$ cat config.mk
export PLATFORM = sky130hd
export DESIGN_NAME = wsdc_fifo
export DESIGN_NICKNAME = d
export VERILOG_FILES = /design/src/design/wsdc_fifo.sv
export SDC_FILE = /design/constraint.sdc
export NUM_CORES = 1
export LEC_CHECK = 0
export BUFFER_PORTS_ARGS = -buffer_cell sky130_fd_sc_hd__buf_2
export CORE_MARGIN = 2
export CORE_UTILIZATION = 52
export DETAILED_ROUTE_END_ITERATION = 8
export GPL_TIMING_DRIVEN = 0
export PLACE_DENSITY = 0.8
export RECOVER_POWER = 100
export SLEW_MARGIN = 20
export SYNTH_ARGS = -nofsm -noshare
export SYNTH_HDL_FRONTEND = slang
export SYNTH_SLANG_ARGS = --single-unit
$ cat constraint.sdc
create_clock -name clk_i -period 3.54 [get_ports clk_i]
set_clock_uncertainty 0.1 [all_clocks]
set_input_delay 0.708 -clock clk_i [delete_from_list [all_inputs] [get_ports clk_i]]
set_output_delay 0.708 -clock clk_i [all_outputs]
set_load 0.01 [all_outputs]
$ cat src/design/wsdc_fifo.sv
// Small register-based FIFO used between the front and back halves and at
// the result side. No package dependencies.
`default_nettype none

module wsdc_fifo #(
  parameter int WIDTH = 8,
  parameter int DEPTH = 2
) (
  input  wire logic             clk_i,
  input  wire logic             rst_ni,
  input  wire logic             push_i,
  input  wire logic [WIDTH-1:0] data_i,
  output logic                  full_o,
  input  wire logic             pop_i,
  output logic [WIDTH-1:0]      data_o,
  output logic                  empty_o
);

  localparam int AW = (DEPTH > 1) ? $clog2(DEPTH) : 1;
  localparam int CW = $clog2(DEPTH + 1);

  logic [WIDTH-1:0] mem_q [DEPTH];
  logic [AW-1:0]    wr_ptr_q, wr_ptr_d, rd_ptr_q, rd_ptr_d;
  logic [CW-1:0]    cnt_q, cnt_d;
  logic             do_wr, do_rd;

  assign full_o  = (cnt_q == CW'(DEPTH));
  assign empty_o = (cnt_q == '0);
  assign do_wr   = push_i & ~full_o;
  assign do_rd   = pop_i & ~empty_o;
  assign data_o  = mem_q[rd_ptr_q];

  always_comb begin
    wr_ptr_d = wr_ptr_q;
    rd_ptr_d = rd_ptr_q;
    cnt_d    = cnt_q;
    if (do_wr) begin
      wr_ptr_d = (wr_ptr_q == AW'(DEPTH - 1)) ? '0 : wr_ptr_q + AW'(1);
    end
    if (do_rd) begin
      rd_ptr_d = (rd_ptr_q == AW'(DEPTH - 1)) ? '0 : rd_ptr_q + AW'(1);
    end
    if (do_wr && !do_rd) begin
      cnt_d = cnt_q + CW'(1);
    end else if (!do_wr && do_rd) begin
      cnt_d = cnt_q - CW'(1);
    end
  end

  always_ff @(posedge clk_i or negedge rst_ni) begin
    if (!rst_ni) begin
      wr_ptr_q <= '0;
      rd_ptr_q <= '0;
      cnt_q    <= '0;
    end else begin
      wr_ptr_q <= wr_ptr_d;
      rd_ptr_q <= rd_ptr_d;
      cnt_q    <= cnt_d;
    end
  end

  always_ff @(posedge clk_i) begin
    if (do_wr) begin
      mem_q[wr_ptr_q] <= data_i;
    end
  end

endmodule

`default_nettype wire

==> flow_metrics.tcl <==
set metrics [dict create \
    clk_pin_slew_worst_paths_ns 0.10 \
    row_count 13 \
    fmax_mhz 426 \
    gr-usage-all-layers_pct 14.4 \
    static_power_due_to_leakage_nw 0.350 \
    whs_ns 0.134 \
    flow.area_growth_from_synthesis_pct 16.5 \
    clk-insertion-delay-late_ns 0.28 \
    ioPinCount 22 \
    dp.cells 80 \
    synthDominantCellAreaShare_pct 61.4 \
    postSynth.asyncResetShare_pct 20.0 \
    synth_seq_area_share_pct 74.2 \
    synth_ff_type "sky130_fd_sc_hd__edfxtp_1" \
    cts_setup_buffers 0 \
    first_global_vias 445 \
    unrepaired_setup_endpoints_after_global_routing "no" \
    critical_path.startpoint_type "flip-flop" \
    final_antenna_net_count 0 \
    die_width_um 42.8 \
    synth.distinct_cells 15 \
    grtUsageMet1_pct 15.0 \
    grt_max_degree 12 \
    die_h_um 42.8 \
    synth.most_common_cell "sky130_fd_sc_hd__edfxtp_1" \
    setup.reg_to_reg.worst_slack_ns 1.77 \
    drt_drc_violations_left 0 \
    timing.setup.tns_ns 0 \
    most_area_hungry_cell_type_in_the_yosys_netlist "sky130_fd_sc_hd__edfxtp_1" \
    synth_top_cells_by_area "sky130_fd_sc_hd__edfxtp_1 (61%), sky130_fd_sc_hd__dfrtp_1 (13%), sky130_fd_sc_hd__mux2_1 (8.6%)" \
    synth_commonest_cells "sky130_fd_sc_hd__edfxtp_1 (16), sky130_fd_sc_hd__mux2_1 (6), sky130_fd_sc_hd__dfrtp_1 (4)" \
    grt.met3_usage_pct 3.83 \
    critPathArrivalTime_ns 1.54 \
    gpl.final_weighted_congestion 0.735 \
    report.final.setup_viol 0 \
    cts_htree_levels 1 \
    cts.path.max_buffers 2 \
    timing.critical_path.to_type "output port" \
    synth-seq-cells 20 \
    area_of_the_mapped_netlist_um2 782 \
    multi_input_area_um2 186 \
    finalNetCount 83 \
    fin_cells 84 \
    sequential_cell_area_um2 581 \
    synth_edf_count 16 \
    fin_crit_sh_pct 66.3 \
    total_clock_buffers_created_by_cts 3 \
    layout-drive-gt1-share_pct 18.8 \
    buffer_ports.inserted 21 \
    crit_path_start "rd_ptr_q" \
    worst_slew_margin_rel_pct 53.8 \
    critical_path.max_fanout 9 \
    insertedDiodeCount 0 \
    starting_density_of_the_core_pct 57.9 \
    reg2reg_from "cnt_q[0]" \
    cp-endpoint "data_o[7]" \
    regToRegEndpoint "mem_q[0][2]" \
    post_cts_resize_count 0 \
    cts_tree "done" \
    num_vias 423 \
    r2r_cells 3 \
    power_per_cell_area_nw_per_um2 786 \
    final_hold_vio_count 0 \
    wirelength_mm 1.18 \
    dieArea_um2 1830 \
    global_route.peak_usage_layer "met2" \
    post_drt_via_cell_ratio 5.04 \
    critical_path_class "flip-flop to output port" \
    design.core.area_um2 1350 \
    netlist_instances 44 \
    hp-class "input pin to asynchronous set/reset pin" \
    yosysWarningCount 0 \
    num-fill-cells 110 \
    root_buffer "sky130_fd_sc_hd__clkbuf_4" \
    finalCriticalPeriod_ns 2.35 \
    tightest_slew_ns 0.690 \
    grt_antenna_before_repair 0 \
    grt_pass1_wl_mm 1.90 \
    avgRoutedWirePerCell_um 14.0 \
    vdd_ir_drop_max_uv 433 \
    finalMaxSlewViolations 0 \
    hold_bufs_inserted_after_cts 0 \
    syn-mean-instance-area_um2 17.8 \
    met2_usage_pct 26.7 \
    clock_sink_count 20 \
    drt_first_iter_violations 5 \
    globalRouteOverflowTotal 0 \
    post_synth_net_total 57 \
    iteration_count_of_the_initial_detailed_routing_pass 3 \
    worst_ep_required_time_ns 2.73 \
    timing.max_cap.violations 0 \
    outcome "complete, no violations" \
]
cell families after synthesis:
logic type,Yosys count,share of synthesized area [%]
AND/OR/NAND/NOR,6,3.84
XOR/XNOR,5,6.56
AO/OA/AOI/OAI,1,0.639
buffers and inverters,3,1.60
multiplexers,8,11.5
flip-flops,20,74.2
adder cells (fa/ha/maj),1,1.60
through the flow:
stage                     setup WS, ns  area [um^2]  utilization (%)  total power, mW
after detailed placement          1.61          906             67.1            0.635
after global routing              1.09          911             67.5            0.761
after global placement            1.66          906             67.1            0.621
after CTS                         1.38          932             69.0            0.738
final                             1.19          911             67.5            0.716
after floorplan                   1.87          782                -            0.544
routing by layer:
metal  vias to the layer above  part of all wire (%)
met3                         4                   6.3
met4                         0                   1.3
met2                        14                    54
li1                        208                     -
met5                         -                     0
met1                       197                    39
how the worst min path moves through the flow:
stage                     startpoint  endpoint  slack (ns)
after floorplan               rst_ni  cnt_q[0]        0.31
after global placement      cnt_q[1]  cnt_q[1]        0.40
after detailed placement    wr_ptr_q  wr_ptr_q        0.41
after CTS                     rst_ni  cnt_q[0]        0.10
after global routing          rst_ni  cnt_q[0]        0.13
final                         rst_ni  wr_ptr_q        0.13
registers in the layout, summed over array words and instances, names as in the netlist:
signal and count:
mem_q 16, cnt_q 2, rd_ptr_q 1, wr_ptr_q 1
worst max-delay path: stages, from the launching register on:
cell	delay (ns)
sky130_fd_sc_hd__dfrtp_1	0.34
sky130_fd_sc_hd__clkbuf_1	0.40
sky130_fd_sc_hd__mux2_2	0.39
sky130_fd_sc_hd__clkbuf_1	0.13
cell type report:
| class | count | share of cell area, % |
|---|---|---|
| flip-flops and latches | 20 | 63.7 |
| well taps | 15 | 2.06 |
| multi-input cells | 21 | 20.5 |
| repair buffers | 21 | 9.62 |
| inverters | 2 | 0.824 |
| clock buffers | 4 | 2.88 |
| plain buffers | 1 | 0.412 |
report_power, final:
| group | total (mW) | internal [mW] | switching (mW) |
|---|---|---|---|
| combinational | 0.248 | 0.109 | 0.139 |
| clock | 0.105 | 0.0438 | 0.0612 |
| sequential | 0.362 | 0.329 | 0.0333 |
cells in the final DEF (no fill, tap or decap), types with 2 or more instances in the layout:
| cell | netlist | final |
|---|---|---|
| sky130_fd_sc_hd__clkbuf_1 | 0 | 16 |
| sky130_fd_sc_hd__edfxtp_1 | 16 | 16 |
| sky130_fd_sc_hd__buf_2 | 1 | 7 |
| sky130_fd_sc_hd__mux2_1 | 6 | 6 |
| sky130_fd_sc_hd__dfrtp_1 | 4 | 4 |
| sky130_fd_sc_hd__nor2_1 | 3 | 3 |
| sky130_fd_sc_hd__clkbuf_4 | 0 | 3 |
| sky130_fd_sc_hd__mux2_2 | 2 | 2 |
| sky130_fd_sc_hd__inv_1 | 2 | 2 |
| sky130_fd_sc_hd__xnor2_1 | 2 | 2 |
| sky130_fd_sc_hd__xor2_1 | 2 | 2 |
(Power assumes the default switching activity.)
