File: src/design/wsdc_pkg.sv
// Shared types, constants and the arctangent table for the wind speed and
// direction to components converter. No dependencies.
`default_nettype none

package wsdc_pkg;

  // Rotation step count default and the longest arctangent table available.
  localparam int ROTATION_STEPS_DEF = 16;
  localparam int ATAN_ENTRIES       = 24;

  // Direction arithmetic in hundredths of a degree.
  localparam int DEG_FULL    = 36000;
  localparam int DEG_QUARTER = 9000;

  // CORDIC gain compensation, Q30.
  localparam logic signed [31:0] CORDIC_GAIN = 32'sd652032874;

  // Queue depths between and after the two halves.
  localparam int MID_DEPTH = 4;
  localparam int OUT_DEPTH = 2;

  typedef enum logic [1:0] {
    QUAD_0   = 2'd0,
    QUAD_90  = 2'd1,
    QUAD_180 = 2'd2,
    QUAD_270 = 2'd3
  } quad_e;

  typedef struct packed {
    logic              apply_item;
    logic signed [15:0] speed;
    logic              speed_missing;
    logic signed [15:0] from_direction;
    logic              direction_missing;
  } obs_t;

  typedef struct packed {
    logic signed [15:0] eastward;
    logic signed [15:0] northward;
    logic              components_valid;
  } result_t;

  // Classified item handed from the front to the back.
  typedef struct packed {
    logic        compute;
    quad_e       quad;
    logic [14:0] speed;
    logic [13:0] resid;
  } cls_t;

  // Per-stage side information carried along the rotation pipeline.
  typedef struct packed {
    logic  compute;
    quad_e quad;
  } meta_t;

  // round(atan(2^-i) in degrees * 100 * 2^16)
  function automatic logic signed [31:0] atan_at(input int unsigned idx);
    logic signed [31:0] v;
    v = '0;
    unique case (idx)
      0:  v = 32'sd294912000;
      1:  v = 32'sd174096719;
      2:  v = 32'sd91987925;
      3:  v = 32'sd46694507;
      4:  v = 32'sd23437865;
      5:  v = 32'sd11730458;
      6:  v = 32'sd5866610;
      7:  v = 32'sd2933484;
      8:  v = 32'sd1466765;
      9:  v = 32'sd733385;
      10: v = 32'sd366693;
      11: v = 32'sd183347;
      12: v = 32'sd91673;
      13: v = 32'sd45837;
      14: v = 32'sd22918;
      15: v = 32'sd11459;
      16: v = 32'sd5730;
      17: v = 32'sd2865;
      18: v = 32'sd1432;
      19: v = 32'sd716;
      20: v = 32'sd358;
      21: v = 32'sd179;
      22: v = 32'sd90;
      23: v = 32'sd45;
      default: v = '0;
    endcase
    return v;
  endfunction

endpackage

`default_nettype wire

File: src/design/wsdc_front.sv
// Front half: accepts observations, flags the ones to convert, and folds
// the direction into a quadrant and a residual angle. Uses wsdc_pkg.
`default_nettype none

module wsdc_front
  import wsdc_pkg::*;
(
  input  wire logic push_i,
  input  wire obs_t obs_i,
  input  wire logic q_full_i,
  output logic      q_wr_o,
  output cls_t      cls_o
);

  logic [16:0] wrap;
  logic [15:0] rdeg;
  logic        compute;

  assign q_wr_o = push_i & ~q_full_i;

  assign compute = obs_i.apply_item & ~obs_i.speed_missing &
                   ~obs_i.direction_missing & ~obs_i.speed[15];

  // A 16-bit direction is within one turn, so one add wraps a negative one.
  assign wrap = {obs_i.from_direction[15], obs_i.from_direction} + 17'(DEG_FULL);

  always_comb begin
    rdeg = obs_i.from_direction[15] ? wrap[15:0] : obs_i.from_direction;
    cls_o.compute = compute;
    cls_o.speed   = compute ? obs_i.speed[14:0] : '0;
    priority if (rdeg >= 16'(3 * DEG_QUARTER)) begin
      cls_o.quad  = QUAD_270;
      cls_o.resid = 14'(rdeg - 16'(3 * DEG_QUARTER));
    end else if (rdeg >= 16'(2 * DEG_QUARTER)) begin
      cls_o.quad  = QUAD_180;
      cls_o.resid = 14'(rdeg - 16'(2 * DEG_QUARTER));
    end else if (rdeg >= 16'(DEG_QUARTER)) begin
      cls_o.quad  = QUAD_90;
      cls_o.resid = 14'(rdeg - 16'(DEG_QUARTER));
    end else begin
      cls_o.quad  = QUAD_0;
      cls_o.resid = rdeg[13:0];
    end
  end

endmodule

`default_nettype wire

File: config.mk
export PLATFORM = sky130hd
export DESIGN_NAME = wsdc_front
export DESIGN_NICKNAME = d
export VERILOG_FILES = /design/src/design/wsdc_pkg.sv /design/src/design/wsdc_front.sv
export SDC_FILE = /design/constraint.sdc
export NUM_CORES = 1
export LEC_CHECK = 0
export BUFFER_PORTS_ARGS = -buffer_cell sky130_fd_sc_hd__buf_2
export CORE_MARGIN = 2
export CORE_UTILIZATION = 50
export DETAILED_ROUTE_END_ITERATION = 6
export PLACE_DENSITY = 0.85
export SLEW_MARGIN = 15
export SYNTH_ARGS = -nofsm -noshare
export SYNTH_HDL_FRONTEND = slang
export SYNTH_SLANG_ARGS = --single-unit
File: constraint.sdc
create_clock -name vclk -period 4
set_clock_uncertainty 0.05 [all_clocks]
set_input_delay 0.4 -clock vclk [all_inputs]
set_output_delay 0.4 -clock vclk [all_outputs]
set_load 0.1 [all_outputs]
==> impl_metrics.yaml <==
outcome:
  status: "finished, final reports clean"
timing:
  fin_crit_ps: 3840
  finalSetupViolations: 0
  worstMarginPinSlew_ps: 607
  rsz0062_at_grt: "false"
  max-slew-margin-rel_pct: 59.4
  drv_slew: 0
  hold_viol: 0
  max_freq_mhz: 261
  setup_ws_ps: 163
  fin_crit_sh_pct: 95.9
  hold_ws_ps: 1130
setup_path:
  worst-path-buf-inv: 2
  worst-path-max-fanout: 11
  cp_cell_sequence: "buf_2 -> ha_4 -> nand2b_1 -> xor2_1 -> a311o_1 -> o2111ai_2 -> a21oi_2 -> nor2_1 -> xnor2_1 -> a221oi_2 -> buf_2"
  path_class: "primary input to output pin"
  worst_ep_required_time_ps: 3550
  crit_family: "compound AO/OA/AOI/OAI gates"
  arrival_ps: 3390
  crit_top_cell: "buf_2"
  endpoint_kind: "output pin"
  cpPeakStageDelay_ps: 480
  start_kind: "primary input"
  slowest_stage: "xor2_1"
route:
  vias: 1800
  post_drt_wl_per_cell_um: 14.0
  wirelength_um: 4210
  m1WireLength_um: 1790
  ant_nets: 0
  drt_iter0_markers: 98
  route.detailed.drc: 0
  vias_per_cell: 6.00
  routed.top_layer: "met4"
  met2_length_um: 2110
  met3_length_um: 277
  dr.pass1.iters: 4
die:
  die_w_um: 58.2
  initial_core_util_pct: 52.9
  coreArea_mm2: 0.00278
  die_area_mm2: 0.00339
  die_height_um: 58.2
  ios: 70
  rows: 19
layout:
  stdcell_count: 300
  diodes: 0
  seq_cells: 0
  multi_input_area_mm2: 0.00150
  nNetsFinal: 316
  fill_cells: 219
  seq_area_um2: 0
  final_area_mm2: 0.00210
  drive_gt1_share_pct: 42.4
  clock_buffers: 0
  synthToLayoutAreaGrowth_pct: 42.7
synth:
  synth_top_cells_by_area: "xnor2_1 7.1%, and2_1 6.8%, ha_1 6.8%, a21oi_1 4.1%, nor2_1 4.1%"
  synth_top_area_cell: "xnor2_1"
  syn-instance-count: 207
  avgSynthCellArea_um2: 7.11
  syn-num-nets: 252
  synth_cell_types: 60
  synth_top_area_share_pct: 7.14
  yosysWarnings: 0
  synth-seq-area-share_pct: 0
  synth.mux.area_fraction_pct: 2.72
  synthAdderAreaFrac_pct: 6.80
  synthesis.area_mm2: 0.00147
  synth-simple-area-share_pct: 34.8
  synth_top_family_by_area: "compound AO/OA/AOI/OAI gates"
  synth_xor_area_share_pct: 11.8
  synth-compound-area-share_pct: 34.8
placement:
  place_inst: 300
  gp_congestion: 0.917
  dp_slack_ps: 203
  dp.final_hpwl_um: 3530
  dpl_cell_area_mm2: 0.00210
  port_buffers: 70
global_routing:
  grt_max_degree: 23
  grt_pass1_vias: 1546
  grt_first_pass_wirelength_um: 6700
  overflow: 0
  grtUsageTotal_pct: 24.1
  grt_antenna_before_repair: 0
cts:
  cts_resized: 0
  post_cts_buffers: 0
  hold_buffers: 0
min_path:
  hp-class: "primary input to output pin"
run:
  drv_cap: 0
pwr:
  ir_worst_vdd_uv: 441
  power_density_mw_per_mm2: 327
  p_total_mw: 0.687
  p_leak_nw: 0.932
[synthesized netlist by cell type, drive strengths merged (2+ instances only)]
cell / instances
nand2: 13
nor2b: 5
nand2b: 5
ha: 8
a31oi: 4
and4: 2
or4b: 2
a21boi: 2
or2: 2
mux2i: 4
or3: 4
a31o: 2
a211oi: 2
o211ai: 6
a311oi: 2
a21oi: 15
o31ai: 2
xor2: 7
and3: 4
o22ai: 2
clkbuf: 3
nor2: 16
and2: 16
nand3: 10
buf: 12
o21ai: 12
nand4b: 2
inv: 7
xnor2: 12
a21o: 2
nor3: 3
nor3b: 4
[power by group]
part	switching (mW)	total, mW	internal [mW]
combinational	0.462	0.687	0.225
sequential	0	0	0
clock	0	0	0
total	0.462	0.687	0.225
[worst paths after layout]
check	start	slack, ps	endpoint	depth (start not counted)
setup / recovery	obs_i[6]	160	cls_o[5]	11
hold / removal	obs_i[2]	1130	cls_o[1]	2
[cell families (layout without fill, tap and decap cells)]
kind of cell	Yosys count	count (layout)
compound gates	64	64
xor+xnor	19	19
fa+ha+maj	8	8
buf+inv	22	84
mux	4	4
simple gates	90	90
[layout by cell type, fill, tap and decap left out, types with 5 or more instances in the layout]
master	Yosys	layout
nand3_1	10	10
ha_1	8	6
buf_2	3	61
nor2b_1	5	5
o21ai_0	7	7
inv_1	6	5
nand2_1	12	11
nor2_1	16	16
nand2b_1	5	5
buf_4	6	7
buf_12	0	8
a21oi_1	12	12
xnor2_1	12	7
and2_1	16	16
[final cells by class]
type	instances	share of cell area [%]
repair buffers	77	25.0
well taps	31	1.85
inverters	7	1.61
multi-input cells	185	71.5
[per-stage QoR]
step | util, % | TNS, ps
5_1_grt | 75.5 | 0
2_1_floorplan | - | -288
4_1_cts | 75.4 | 0
3_3_place_gp | 75.4 | 0
3_5_place_dp | 75.4 | 0
6_report | 75.5 | 0
[layer usage]
layer	up-vias	GRT usage, %
met3	4	0
met1	812	31.9
met5	-	0
li1	891	-
met4	0	1.33
met2	93	45.8
No activity file was read; power rests on OpenSTA's default activity.
